**config.mk**
```make
export PLATFORM = sky130hd
export DESIGN_NAME = framed_message_deframer_crc32
export DESIGN_NICKNAME = d
export VERILOG_FILES = /design/src/rtl/fmd_pkg.sv /design/src/rtl/fmd_out_queue.sv /design/src/rtl/framed_message_deframer_crc32.sv
export SDC_FILE = /design/constraint.sdc
export NUM_CORES = 1
export LEC_CHECK = 0
export BUFFER_PORTS_ARGS = -buffer_cell sky130_fd_sc_hd__clkbuf_2
export CORE_UTILIZATION = 45
export CTS_CLUSTER_SIZE = 28
export DETAILED_ROUTE_END_ITERATION = 10
export PLACE_DENSITY = 0.62
export SLEW_MARGIN = 0
export SYNTH_ARGS = -nofsm -noshare
export SYNTH_HDL_FRONTEND = slang
export SYNTH_SLANG_ARGS = --single-unit
export TNS_END_PERCENT = 100
```
**constraint.sdc**
```tcl
create_clock -name clk -period 15.5 [get_ports clk]
set_input_delay 0.775 -clock clk [delete_from_list [all_inputs] [get_ports clk]]
set_output_delay 0.775 -clock clk [all_outputs]
set_load 0.01 [all_outputs]
```
**src/rtl/fmd_pkg.sv**
```systemverilog
// Shared types, constants and the CRC-32 byte update of the framed message deframer.
// Used by fmd_out_queue and framed_message_deframer_crc32; depends on nothing.
`timescale 1ns / 1ps

package fmd_pkg;

    localparam logic [31:0] MAGIC_WORD = 32'h5246_5750;
    localparam logic [31:0] CRC_POLY   = 32'hEDB8_8320;
    localparam logic [31:0] CRC_INIT   = 32'hFFFF_FFFF;
    localparam int          HDR_BYTES  = 24;
    localparam logic [15:0] PHASE_KIND = 16'h0030;
    localparam logic [31:0] ID_BYTES   = 32'd8;
    localparam logic [2:0]  GOOD_MASK  = 3'h7;

    // Register map: register index taken from paddr[2]
    localparam logic        REG_MAX_PAYLOAD = 1'b0;

    typedef struct packed {
        logic        has_byte;
        logic [7:0]  payload_out;
        logic [15:0] byte_offset;
        logic        frame_end;
        logic        crc_ok;
        logic        oversize_drop;
        logic        send_ack;
        logic [15:0] msg_kind;
        logic [31:0] seq_number;
        logic [31:0] length_field;
        logic [31:0] phase_word;
        logic [31:0] frame_id;
    } result_t;

    // Reflected CRC-32, one byte, unrolled over its eight bit steps
    function automatic logic [31:0] crc32_byte(input logic [31:0] crc, input logic [7:0] data);
        logic [31:0] c;
        c = crc ^ {24'h0, data};
        for (int k = 0; k < 8; k++) begin
            c = (c >> 1) ^ (CRC_POLY & {32{c[0]}});
        end
        return c;
    endfunction

endpackage

```
**src/rtl/fmd_out_queue.sv**
```systemverilog
// Two-entry result queue (output register plus skid entry) of the deframer.
// Depends on fmd_pkg for result_t.
`timescale 1ns / 1ps

module fmd_out_queue
    import fmd_pkg::*;
(
    input  logic    clk,
    input  logic    rst_n,
    input  logic    push_valid,
    input  result_t push_data,
    output logic    full,
    output logic    out_valid,
    input  logic    out_stall,
    output result_t out_data
);

    logic    out_valid_reg, out_valid_next;
    logic    skid_valid_reg, skid_valid_next;
    result_t out_data_reg, out_data_next;
    result_t skid_data_reg, skid_data_next;
    logic    pop;

    assign pop       = out_valid_reg && !out_stall;
    assign full      = skid_valid_reg;
    assign out_valid = out_valid_reg;
    assign out_data  = out_data_reg;

    always_comb
    begin
        out_valid_next  = out_valid_reg;
        skid_valid_next = skid_valid_reg;
        out_data_next   = out_data_reg;
        skid_data_next  = skid_data_reg;
        if (skid_valid_reg) begin
            // drain the skid entry first
            if (pop) begin
                out_data_next   = skid_data_reg;
                skid_valid_next = 1'b0;
            end
        end else if (!out_valid_reg || pop) begin
            out_valid_next = push_valid;
            out_data_next  = push_data;
        end else if (push_valid) begin
            skid_valid_next = 1'b1;
            skid_data_next  = push_data;
        end
    end

    always_ff @(posedge clk or negedge rst_n)
    begin
        if (!rst_n) begin
            out_valid_reg  <= 1'b0;
            skid_valid_reg <= 1'b0;
        end else begin
            out_valid_reg  <= out_valid_next;
            skid_valid_reg <= skid_valid_next;
        end
    end

    always_ff @(posedge clk)
    begin
        out_data_reg  <= out_data_next;
        skid_data_reg <= skid_data_next;
    end

    a_skid_needs_out: assert property (@(posedge clk) disable iff (!rst_n)
        skid_valid_reg |-> out_valid_reg)
        else $error("skid entry held while output register empty");

    a_no_push_when_full: assert property (@(posedge clk) disable iff (!rst_n)
        !(push_valid && skid_valid_reg))
        else $error("item pushed into full result queue");

    a_skid_holds: assert property (@(posedge clk) disable iff (!rst_n)
        (skid_valid_reg && out_stall) |=> (skid_valid_reg && $stable(skid_data_reg)))
        else $error("skid entry lost under stall");

endmodule

```
**src/rtl/framed_message_deframer_crc32.sv**
```systemverilog
// A result is registered in the result queue before it appears on the output port.
// One byte per cycle while in_stall is low; CRC, header decode and verdict are combinational.
// in_stall rises only when both entries of the two-entry result queue are held.
// Reset (rst_n, async, active low): hunt for magic, counters cleared, CRC at all ones,
// good-frame count 0, max_payload_bytes 65536; the header byte store is not reset.
`timescale 1ns / 1ps

module framed_message_deframer_crc32
    import fmd_pkg::*;
#(
    parameter int MAX_PAYLOAD = 65536
)
(
    input  logic        clk,
    input  logic        rst_n,
    // APB configuration
    input  logic        psel,
    input  logic        penable,
    input  logic        pwrite,
    input  logic [2:0]  paddr,
    input  logic [31:0] pwdata,
    output logic [31:0] prdata,
    output logic        pready,
    // byte input
    input  logic        in_valid,
    output logic        in_stall,
    input  logic [7:0]  rx_byte,
    // results
    output logic        out_valid,
    input  logic        out_stall,
    output logic        has_byte,
    output logic [7:0]  payload_out,
    output logic [15:0] byte_offset,
    output logic        frame_end,
    output logic        crc_ok,
    output logic        oversize_drop,
    output logic        send_ack,
    output logic [15:0] msg_kind,
    output logic [31:0] seq_number,
    output logic [31:0] length_field,
    output logic [31:0] phase_word,
    output logic [31:0] frame_id
);

    localparam logic [16:0] PayloadCap = 17'(MAX_PAYLOAD);
    localparam logic [4:0]  HdrLast    = 5'(HDR_BYTES - 1);

    // configuration
    logic [16:0] max_payload_reg;
    logic        cfg_write;

    assign pready    = 1'b1;
    assign cfg_write = psel && penable && pwrite && (paddr[2] == REG_MAX_PAYLOAD);
    assign prdata    = (paddr[2] == REG_MAX_PAYLOAD) ? {15'h0, max_payload_reg} : 32'h0;

    always_ff @(posedge clk or negedge rst_n)
    begin
        if (!rst_n) begin
            max_payload_reg <= 17'h1_0000;
        end else if (cfg_write) begin
            max_payload_reg <= pwdata[16:0];
        end
    end

    // deframer state
    logic        in_payload_reg, in_payload_next;
    logic [4:0]  header_count_reg, header_count_next;
    logic [16:0] payload_count_reg, payload_count_next;
    logic [31:0] crc_reg, crc_next;
    logic [31:0] phase_reg, phase_next;
    logic [31:0] frame_id_reg, frame_id_next;
    logic [2:0]  good_reg, good_next;
    logic [7:0]  hdr_reg [HDR_BYTES];

    logic        accept;
    logic        queue_full;
    logic        res_valid;
    result_t     res;
    result_t     q_data;
    logic        store_write;
    logic        slide;

    logic [15:0] hdr_kind;
    logic [31:0] hdr_seq, hdr_len, hdr_crc;
    logic [16:0] limit;
    logic [31:0] crc_upd;
    logic [31:0] fin_crc, fin_phase, fin_id;
    logic        fin;
    logic        fin_ok;
    logic [2:0]  good_inc;

    assign in_stall = queue_full;
    assign accept   = in_valid && !queue_full;

    assign hdr_kind = {hdr_reg[7], hdr_reg[6]};
    assign hdr_seq  = {hdr_reg[11], hdr_reg[10], hdr_reg[9], hdr_reg[8]};
    assign hdr_len  = {hdr_reg[15], hdr_reg[14], hdr_reg[13], hdr_reg[12]};
    assign hdr_crc  = {hdr_reg[19], hdr_reg[18], hdr_reg[17], hdr_reg[16]};
    assign limit    = (max_payload_reg > PayloadCap) ? PayloadCap : max_payload_reg;
    assign crc_upd  = crc32_byte(crc_reg, rx_byte);
    assign fin_ok   = ((fin_crc ^ CRC_INIT) == hdr_crc);
    assign good_inc = (good_reg + 3'd1) & GOOD_MASK;

    always_comb
    begin
        in_payload_next    = in_payload_reg;
        header_count_next  = header_count_reg;
        payload_count_next = payload_count_reg;
        crc_next           = crc_reg;
        phase_next         = phase_reg;
        frame_id_next      = frame_id_reg;
        good_next          = good_reg;
        store_write        = 1'b0;
        slide              = 1'b0;
        res_valid          = 1'b0;
        res                = '0;
        fin                = 1'b0;
        fin_crc            = crc_reg;
        fin_phase          = phase_reg;
        fin_id             = frame_id_reg;

        if (!in_payload_reg) begin
            if (header_count_reg == 5'd3 &&
                {rx_byte, hdr_reg[2], hdr_reg[1], hdr_reg[0]} != MAGIC_WORD) begin
                // slide the magic window by one byte
                slide             = 1'b1;
                header_count_next = 5'd3;
            end else if (header_count_reg != HdrLast) begin
                store_write       = 1'b1;
                header_count_next = header_count_reg + 5'd1;
            end else begin
                store_write       = 1'b1;
                header_count_next = 5'd0;
                res.msg_kind      = hdr_kind;
                res.seq_number    = hdr_seq;
                res.length_field  = hdr_len;
                if (hdr_len > {15'h0, limit}) begin
                    res_valid         = 1'b1;
                    res.oversize_drop = 1'b1;
                end else begin
                    payload_count_next = 17'd0;
                    crc_next           = CRC_INIT;
                    phase_next         = 32'h0;
                    frame_id_next      = 32'h0;
                    if (hdr_len == 32'h0) begin
                        // empty payload: verdict now, CRC of nothing
                        fin       = 1'b1;
                        fin_crc   = CRC_INIT;
                        fin_phase = 32'h0;
                        fin_id    = 32'h0;
                    end else begin
                        in_payload_next = 1'b1;
                    end
                end
            end
        end else begin
            res_valid          = 1'b1;
            res.has_byte       = 1'b1;
            res.payload_out    = rx_byte;
            res.byte_offset    = payload_count_reg[15:0];
            crc_next           = crc_upd;
            if (payload_count_reg < 17'd4) begin
                phase_next = phase_reg | ({24'h0, rx_byte} << {payload_count_reg[1:0], 3'b000});
            end else if (payload_count_reg < 17'd8) begin
                frame_id_next = frame_id_reg |
                                ({24'h0, rx_byte} << {payload_count_reg[1:0], 3'b000});
            end
            payload_count_next = payload_count_reg + 17'd1;
            fin_crc   = crc_next;
            fin_phase = phase_next;
            fin_id    = frame_id_next;
            if ({15'h0, payload_count_next} == hdr_len) begin
                fin = 1'b1;
            end
        end

        if (fin) begin
            res_valid          = 1'b1;
            res.frame_end      = 1'b1;
            res.msg_kind       = hdr_kind;
            res.seq_number     = hdr_seq;
            res.length_field   = hdr_len;
            in_payload_next    = 1'b0;
            header_count_next  = 5'd0;
            payload_count_next = 17'd0;
            if (fin_ok) begin
                good_next    = good_inc;
                res.crc_ok   = 1'b1;
                res.send_ack = (good_inc == 3'd0);
            end
            if (hdr_kind == PHASE_KIND && hdr_len >= ID_BYTES) begin
                res.phase_word = fin_phase;
                res.frame_id   = fin_id;
            end
        end
    end

    always_ff @(posedge clk or negedge rst_n)
    begin
        if (!rst_n) begin
            in_payload_reg    <= 1'b0;
            header_count_reg  <= 5'd0;
            payload_count_reg <= 17'd0;
            crc_reg           <= CRC_INIT;
            phase_reg         <= 32'h0;
            frame_id_reg      <= 32'h0;
            good_reg          <= 3'd0;
        end else if (accept) begin
            in_payload_reg    <= in_payload_next;
            header_count_reg  <= header_count_next;
            payload_count_reg <= payload_count_next;
            crc_reg           <= crc_next;
            phase_reg         <= phase_next;
            frame_id_reg      <= frame_id_next;
            good_reg          <= good_next;
        end
    end

    // header byte store, no reset
    always_ff @(posedge clk)
    begin
        if (accept && slide) begin
            hdr_reg[0] <= hdr_reg[1];
            hdr_reg[1] <= hdr_reg[2];
            hdr_reg[2] <= rx_byte;
        end else if (accept && store_write) begin
            hdr_reg[header_count_reg] <= rx_byte;
        end
    end

    fmd_out_queue u_out_queue (
        .clk        (clk),
        .rst_n      (rst_n),
        .push_valid (accept && res_valid),
        .push_data  (res),
        .full       (queue_full),
        .out_valid  (out_valid),
        .out_stall  (out_stall),
        .out_data   (q_data)
    );

    assign has_byte      = q_data.has_byte;
    assign payload_out   = q_data.payload_out;
    assign byte_offset   = q_data.byte_offset;
    assign frame_end     = q_data.frame_end;
    assign crc_ok        = q_data.crc_ok;
    assign oversize_drop = q_data.oversize_drop;
    assign send_ack      = q_data.send_ack;
    assign msg_kind      = q_data.msg_kind;
    assign seq_number    = q_data.seq_number;
    assign length_field  = q_data.length_field;
    assign phase_word    = q_data.phase_word;
    assign frame_id      = q_data.frame_id;

    a_hdr_count_range: assert property (@(posedge clk) disable iff (!rst_n)
        header_count_reg <= HdrLast)
        else $error("header count past end of header");

    a_payload_count_clear: assert property (@(posedge clk) disable iff (!rst_n)
        in_payload_reg |-> (header_count_reg == 5'd0 && {15'h0, payload_count_reg} < hdr_len))
        else $error("payload state inconsistent with header length");

    a_ack_only_good: assert property (@(posedge clk) disable iff (!rst_n)
        (accept && res_valid && res.send_ack) |-> (res.crc_ok && res.frame_end))
        else $error("ack flagged without good frame end");

endmodule
```
==> results.py, run 1 <==
metrics = {
    "global_route": {
        "grt_pass1_vias": 17900,
        "grt_pass1_wl_mm": 108,
        "gr-usage-met1": 0.311,
        "antenna_found_initial": 1,
        "grt.total_usage": 0.222,
        "overflow": 0,
        "gr-usage-met2": 0.359,
        "grt_max_degree": 97,
        "grt_use_met3": 0.0380,
        "busiest_layer": "met2",
    },
    "routing": {
        "vias": 18400,
        "ant_nets": 0,
        "wl_per_cell_um": 22.0,
        "detail_route.first_pass.iterations": 5,
        "routed_wl_mm": 71.1,
        "drt_iter0_drc": 1683,
        "via_per_inst": 5.69,
        "route.detailed.drc": 0,
    },
    "floorplan": {
        "die_area_mm2": 0.0639,
        "io_pins": 258,
        "fp.dieW_um": 253,
        "core-area_mm2": 0.0619,
        "num_rows": 91,
        "start_util": 0.457,
        "dieHeight_um": 253,
    },
    "place": {
        "dp_cells": 3106,
        "hpwl_mm": 44.5,
        "place_congestion": 0.906,
        "io_buffers": 224,
    },
    "worst_setup_path": {
        "rr_worst_depth": 13,
        "crit_start": "max_payload_reg[12]$_DFFE_PN0P_",
        "worstSetupEndpointType": "register",
        "crit_required_ps": 15690,
        "r2r_start": "max_payload_reg[12]$_DFFE_PN0P_",
        "regToRegSetupSlack_ps": 8660,
        "criticalPathCategory": "register to register",
        "crit_path_end": "u_out_queue.skid_data_reg[168]$_DFFE_PP_",
        "crit_path_max_fanout": 77,
        "r2r-end": "u_out_queue.skid_data_reg[168]$_DFFE_PP_",
        "start_kind": "register",
        "arrival_ps": 7030,
    },
    "final_layout": {
        "drive_gt1_frac": 0.233,
        "multi_input_area_mm2": 0.00963,
        "nets": 2413,
        "nFillCells": 5311,
        "final_cells": 3230,
        "fin_util": 0.520,
        "final_cell_mix": "482 x edfxtp_1, 223 x clkbuf_2, 173 x nor2_1",
        "final_common_cell": "edfxtp_1",
        "num_antenna_cells": 0,
        "area_delta_synth_final_pct": 13.9,
        "seqCellArea_mm2": 0.0181,
    },
    "yosys": {
        "yosysTopAreaCellShare": 0.512,
        "synthAdderAreaFrac": 0.0110,
        "synth_edf_count": 482,
        "synth-compound-area-share": 0.112,
        "ys_types": 81,
        "synth_area_mm2": 0.0283,
        "synthCells": 2161,
        "synth_top_flop_cell": "edfxtp_1",
        "ys_seq_area_frac": 0.638,
        "synth_area_per_cell_um2": 13.1,
        "synth_top_family_by_area": "simple AND/OR/NAND/NOR gates",
        "synth_async_sr_flop_share": 0.226,
        "synth_simple_gate_area_frac": 0.115,
        "synth_top_cell_by_area": "edfxtp_1",
        "synth-seq-cells": 623,
        "synthMuxAreaShare": 0.0575,
        "synth_area_leaders": "edfxtp_1 51%, dfrtp_1 9.6%, mux2_2 5.5%",
        "synth-xor-area-share": 0.0401,
        "yosys_warnings": 0,
    },
    "cts": {
        "tritoncts": "built",
        "cts_buffers": 68,
        "root_buffer": "clkbuf_16",
        "cts_resized": 0,
        "path_clk_slew_ps": 60,
        "h-tree-depth": 3,
        "clockBufferDepth": 3,
        "cts_setup_buffers": 0,
        "hold_buffers": 0,
        "clock_latency_ps": 600,
        "cts.sinks": 623,
    },
    "sta": {
        "setup_viol": 0,
        "period_share": 0.441,
        "rsz0062_at_grt": "false",
        "slew_viol_final": 0,
        "finClkSkew_ps": 31.5,
        "worst_pin_slew_ps": 1410,
        "final_hold_viol_count": 0,
        "maxSlewHeadroom": 0.0527,
        "setup_tns_ps": 0,
        "finalCriticalPeriod_ps": 6840,
        "whs_ps": 291,
        "fmax_mhz": 146,
    },
    "status": {
        "status": "finished clean",
    },
    "pwr": {
        "power_density_mw_per_mm2": 115,
        "p_leak_nw": 12.4,
        "peakVddDrop_uv": 75.7,
    },
    "worst_hold_path": {
        "min_path_type": "input pin to asynchronous set/reset pin",
    },
    "job": {
        "drv_cap": 0,
    },
}
-- stage by stage --
| stage | power [mW] | instance area, um2 | worst slack, ps |
|---|---|---|---|
| after detailed placement | 2.19 | 30100 | 8720 |
| final | 3.69 | 32200 | 8660 |
| after global placement | 2.19 | 30100 | 8830 |
| after floorplan | 2.09 | 28300 | 5160 |
| after CTS | 3.73 | 32200 | 8700 |
| after global routing | 3.82 | 32200 | 8330 |
-- cell usage after synthesis, types with 17 or more instances --
library cell,n
a31oi_1,27
a22o_1,53
nor4_1,32
a21oi_1,74
ha_1,24
dfstp_2,33
edfxtp_1,482
o31ai_1,84
xnor2_1,57
nand2_1,157
a2bb2oi_1,32
inv_1,17
nand4_1,21
mux2_2,139
nor2b_1,28
o21ai_0,53
nor3_1,29
nor2_1,174
and2_1,105
a22oi_1,34
nand3_1,22
dfrtp_1,108
clkbuf_1,134
xor2_1,18
-- area by class of cell --
type | instances | share of cell area
flip-flops and latches | 623 | 0.560
repair buffers | 253 | 0.0417
clock inverters | 38 | 0.00947
inverters | 18 | 0.00210
well taps | 837 | 0.0325
clock buffers | 86 | 0.0552
multi-input cells | 1375 | 0.299
-- layer usage --
layer / routed length, um / part of all wire
met1: 31500 / 0.44
met2: 34200 / 0.48
met3: 4260 / 0.060
met4: 1210 / 0.017
met5: 0 / 0
-- worst min-delay path by stage --
stage	end	slack, ps	from	cells after the start
3_3_place_gp	crc_reg[25]$_DFFE_PN1P_	470	crc_reg[25]$_DFFE_PN1P_	2
3_5_place_dp	crc_reg[12]$_DFFE_PN1P_	480	crc_reg[12]$_DFFE_PN1P_	2
4_1_cts	phase_reg[18]$_DFFE_PN0P_	310	rst_n	1
6_report	phase_reg[18]$_DFFE_PN0P_	290	rst_n	1
5_1_grt	phase_reg[21]$_DFFE_PN0P_	330	rst_n	1
2_1_floorplan	crc_reg[25]$_DFFE_PN1P_	460	crc_reg[25]$_DFFE_PN1P_	2
-- worst max-delay path, stage by stage (launching register included) --
cell	delay, ps
dfrtp_1	420
nor4_1	310
a41o_1	410
nand2_1	120
ha_1	320
nand4_1	170
or4_1	650
o22a_1	420
a21oi_1	730
nor3_1	250
nor2_1	190
and3_4	630
buf_4	820
buf_4	930
-- cells by family (layout without fill, tap and decap cells) --
logic type / count (synthesis) / count (layout)
other: 2 / 16
adders and majority gates: 25 / 25
muxes: 145 / 145
xor gates and xnor gates: 98 / 98
buffers and inverters: 177 / 395
DFF: 623 / 623
AOI/OAI and AO/OA: 447 / 447
and+or+nand+nor: 644 / 644
-- power by group --
group | leakage, nW | internal [mW] | switching (mW)
Combinational | 4.49 | 0.111 | 0.171
Clock | 1.03 | 0.870 | 0.659
Sequential | 6.84 | 1.84 | 0.0348
(Power assumes the default switching activity.)
==> run 2: changes to the inputs <==
--- a/config.mk
+++ b/config.mk
@@ -9,7 +9,7 @@
 export CORE_UTILIZATION = 45
 export CTS_CLUSTER_SIZE = 28
 export DETAILED_ROUTE_END_ITERATION = 10
-export PLACE_DENSITY = 0.62
+export PLACE_DENSITY = 0.65
 export SLEW_MARGIN = 0
 export SYNTH_ARGS = -nofsm -noshare
 export SYNTH_HDL_FRONTEND = slang
==> constraint.sdc (replaced) <==
create_clock -name clk -period 5.52 [get_ports clk]
set_input_delay 0.276 -clock clk [delete_from_list [all_inputs] [get_ports clk]]
set_output_delay 0.276 -clock clk [all_outputs]
set_load 0.01 [all_outputs]
==> run 2 against run 1 <==
  * Worst setup slack got worse by 8300 ps
  * Critical path depth up 1
  * Flip-flop and latch count unchanged
  * Global-route usage is 0.27 points higher
  * Non-clock buffer count rose by 38
  * Count of clock-buffer cells in the layout stayed put
  * Sequential power rose to 2.8 times the previous value
  * Combinational power increased to 2.9 times the previous value
  * Maximum frequency grew 33%
  * Hold slack got worse by 120 ps
  * Clock skew fell by 9.8 ps
  * Critical path type unchanged
  * Highest routed layer unchanged
==> results.py, run 2 (synthesis gave the netlist of run 1 again) <==
metrics = {
    "status": {
        "status": "finished clean",
    },
    "floorplan": {
        "dieHeight_um": 253,
        "core-area_mm2": 0.0619,
        "die_area_mm2": 0.0639,
        "num_rows": 91,
        "fp.dieW_um": 253,
        "io_pins": 258,
        "start_util": 0.457,
    },
    "cts": {
        "h-tree-depth": 3,
        "path_clk_slew_ps": 60,
        "cts_resized": 0,
        "clockBufferDepth": 3,
        "cts.sinks": 623,
        "tritoncts": "built",
        "clock_latency_ps": 620,
        "root_buffer": "clkbuf_16",
        "cts_buffers": 68,
    },
    "place": {
        "place_congestion": 0.910,
        "hpwl_mm": 46.3,
        "io_buffers": 224,
        "dp_cells": 3125,
    },
    "worst_setup_path": {
        "critPathTopFamily": "simple AND/OR/NAND/NOR gates",
        "arrival_ps": 5630,
        "path_common_cell": "nand4_1",
        "crit_buf_inv": 1,
        "cp_cell_sequence": "nor4_1 > a41o_1 > nand2_1 > ha_1 > nand4_1 > or4_1 > o211a_1 > o21ai_2 > buf_4 > nand3_1 > a21oi_1 > nand4_1 > nor4_2 > mux2_1",
        "start_kind": "register",
        "criticalPathCategory": "register to register",
        "critPathSlowestCell": "or4_1",
        "regToRegSetupSlack_ps": 380,
        "worst-path-stages": 14,
        "crit_path_max_fanout": 33,
        "rr_worst_depth": 14,
        "crit_required_ps": 6020,
        "slowest_delay_ps": 640,
        "worstSetupEndpointType": "register",
    },
    "routing": {
        "route.detailed.drc": 0,
        "vias": 18600,
        "drt_iter0_drc": 1604,
        "via_per_inst": 5.70,
        "ant_nets": 0,
        "detail_route.first_pass.iterations": 5,
        "routed_wl_mm": 71.9,
        "wl_per_cell_um": 22.0,
    },
    "final_layout": {
        "num_antenna_cells": 0,
        "final_cells": 3270,
        "final_common_cell": "edfxtp_1",
        "seqCellArea_mm2": 0.0181,
        "nets": 2451,
        "nFillCells": 5291,
        "area_delta_synth_final_pct": 15.5,
        "drive_gt1_frac": 0.238,
        "multi_input_area_mm2": 0.00963,
        "final_cell_mix": "482 x edfxtp_1, 223 x clkbuf_2, 173 x nor2_1",
    },
    "sta": {
        "maxSlewHeadroom": 0.189,
        "finClkSkew_ps": 21.7,
        "setup_viol": 0,
        "period_share": 0.930,
        "rsz0062_at_grt": "false",
        "slew_viol_final": 0,
        "final_hold_viol_count": 0,
        "fmax_mhz": 195,
        "worst_pin_slew_ps": 1210,
        "setup_tns_ps": 0,
        "finalCriticalPeriod_ps": 5140,
    },
    "global_route": {
        "grt.total_usage": 0.225,
        "grt_pass1_vias": 18300,
        "grt_max_degree": 123,
        "grt_pass1_wl_mm": 109,
        "overflow": 0,
        "antenna_found_initial": 0,
    },
    "job": {
        "drv_cap": 0,
    },
    "pwr": {
        "power.total_mw": 10.5,
        "p_leak_nw": 12.6,
        "power_density_mw_per_mm2": 321,
        "peakVddDrop_uv": 180,
    },
    "worst_hold_path": {
        "min_path_type": "input pin to asynchronous set/reset pin",
    },
}
run 2: changes by cell type in the layout (fill, tap and decap cells not counted):
| cell | delta |
|---|---|
| inv_16 | +1 |
| bufinv_16 | +1 |
| clkinv_8 | -1 |
| dlygate4sd3_1 | +19 |
| clkinv_16 | +1 |
| buf_12 | +5 |
| inv_6 | +1 |
| inv_8 | -1 |
| buf_4 | +14 |
run 2: path summary, 6_finish.rpt:
kind	startpoint	end
max in group asynchronous	rst_n	in_payload_reg$_DFFE_PN0P_
setup reg to reg	max_payload_reg[0]$_DFFE_PN0P_	good_reg[1]$_DFFE_PN0P_
hold reg to reg	crc_reg[25]$_DFFE_PN1P_	crc_reg[25]$_DFFE_PN1P_
hold / removal	rst_n	phase_reg[21]$_DFFE_PN0P_
setup / recovery	max_payload_reg[0]$_DFFE_PN0P_	good_reg[1]$_DFFE_PN0P_
min in group clk	in_valid	header_count_reg[1]$_DFFE_PN0P_
run 2: layer usage:
metal	track usage	up-vias	wire length [um]
met5	0	-	0
met4	0.0732	0	1700
met3	0.0414	117	4410
met2	0.358	603	34300
met1	0.310	9362	31500
li1	-	8563	-
run 2: final cells by class:
type                       count  share of cell area
clock buffer                  86              0.0544
clock inverter                40              0.0112
inverter                      18             0.00207
multi-input combinational   1375               0.295
sequential                   623               0.552
tap                          837              0.0320
timing repair buffer         291              0.0533
run 2: repair_timing:
item	CTS	global route
setup buffers	0	0
hold buffers	19	0
endpoints found under the hold margin	71	0
run 2: metrics by stage:
stage / hold slack, ps / cell area (um2) / worst slack [ps] / util
CTS: 174 / 32700 / 453 / 0.528
detailed placement: 268 / 30300 / 481 / 0.490
finish: 168 / 32700 / 384 / 0.528
global placement: 253 / 30300 / 657 / 0.490
floorplan: -19.6 / 28400 / 518 / -
global route: 186 / 32700 / 105 / 0.528
run 2: power breakdown:
group          switching, mW  internal (mW)  total (mW)
clock network           1.91           2.50        4.41
logic                  0.480          0.325       0.804
registers             0.0993           5.18        5.28
total                   2.48           8.01        10.5
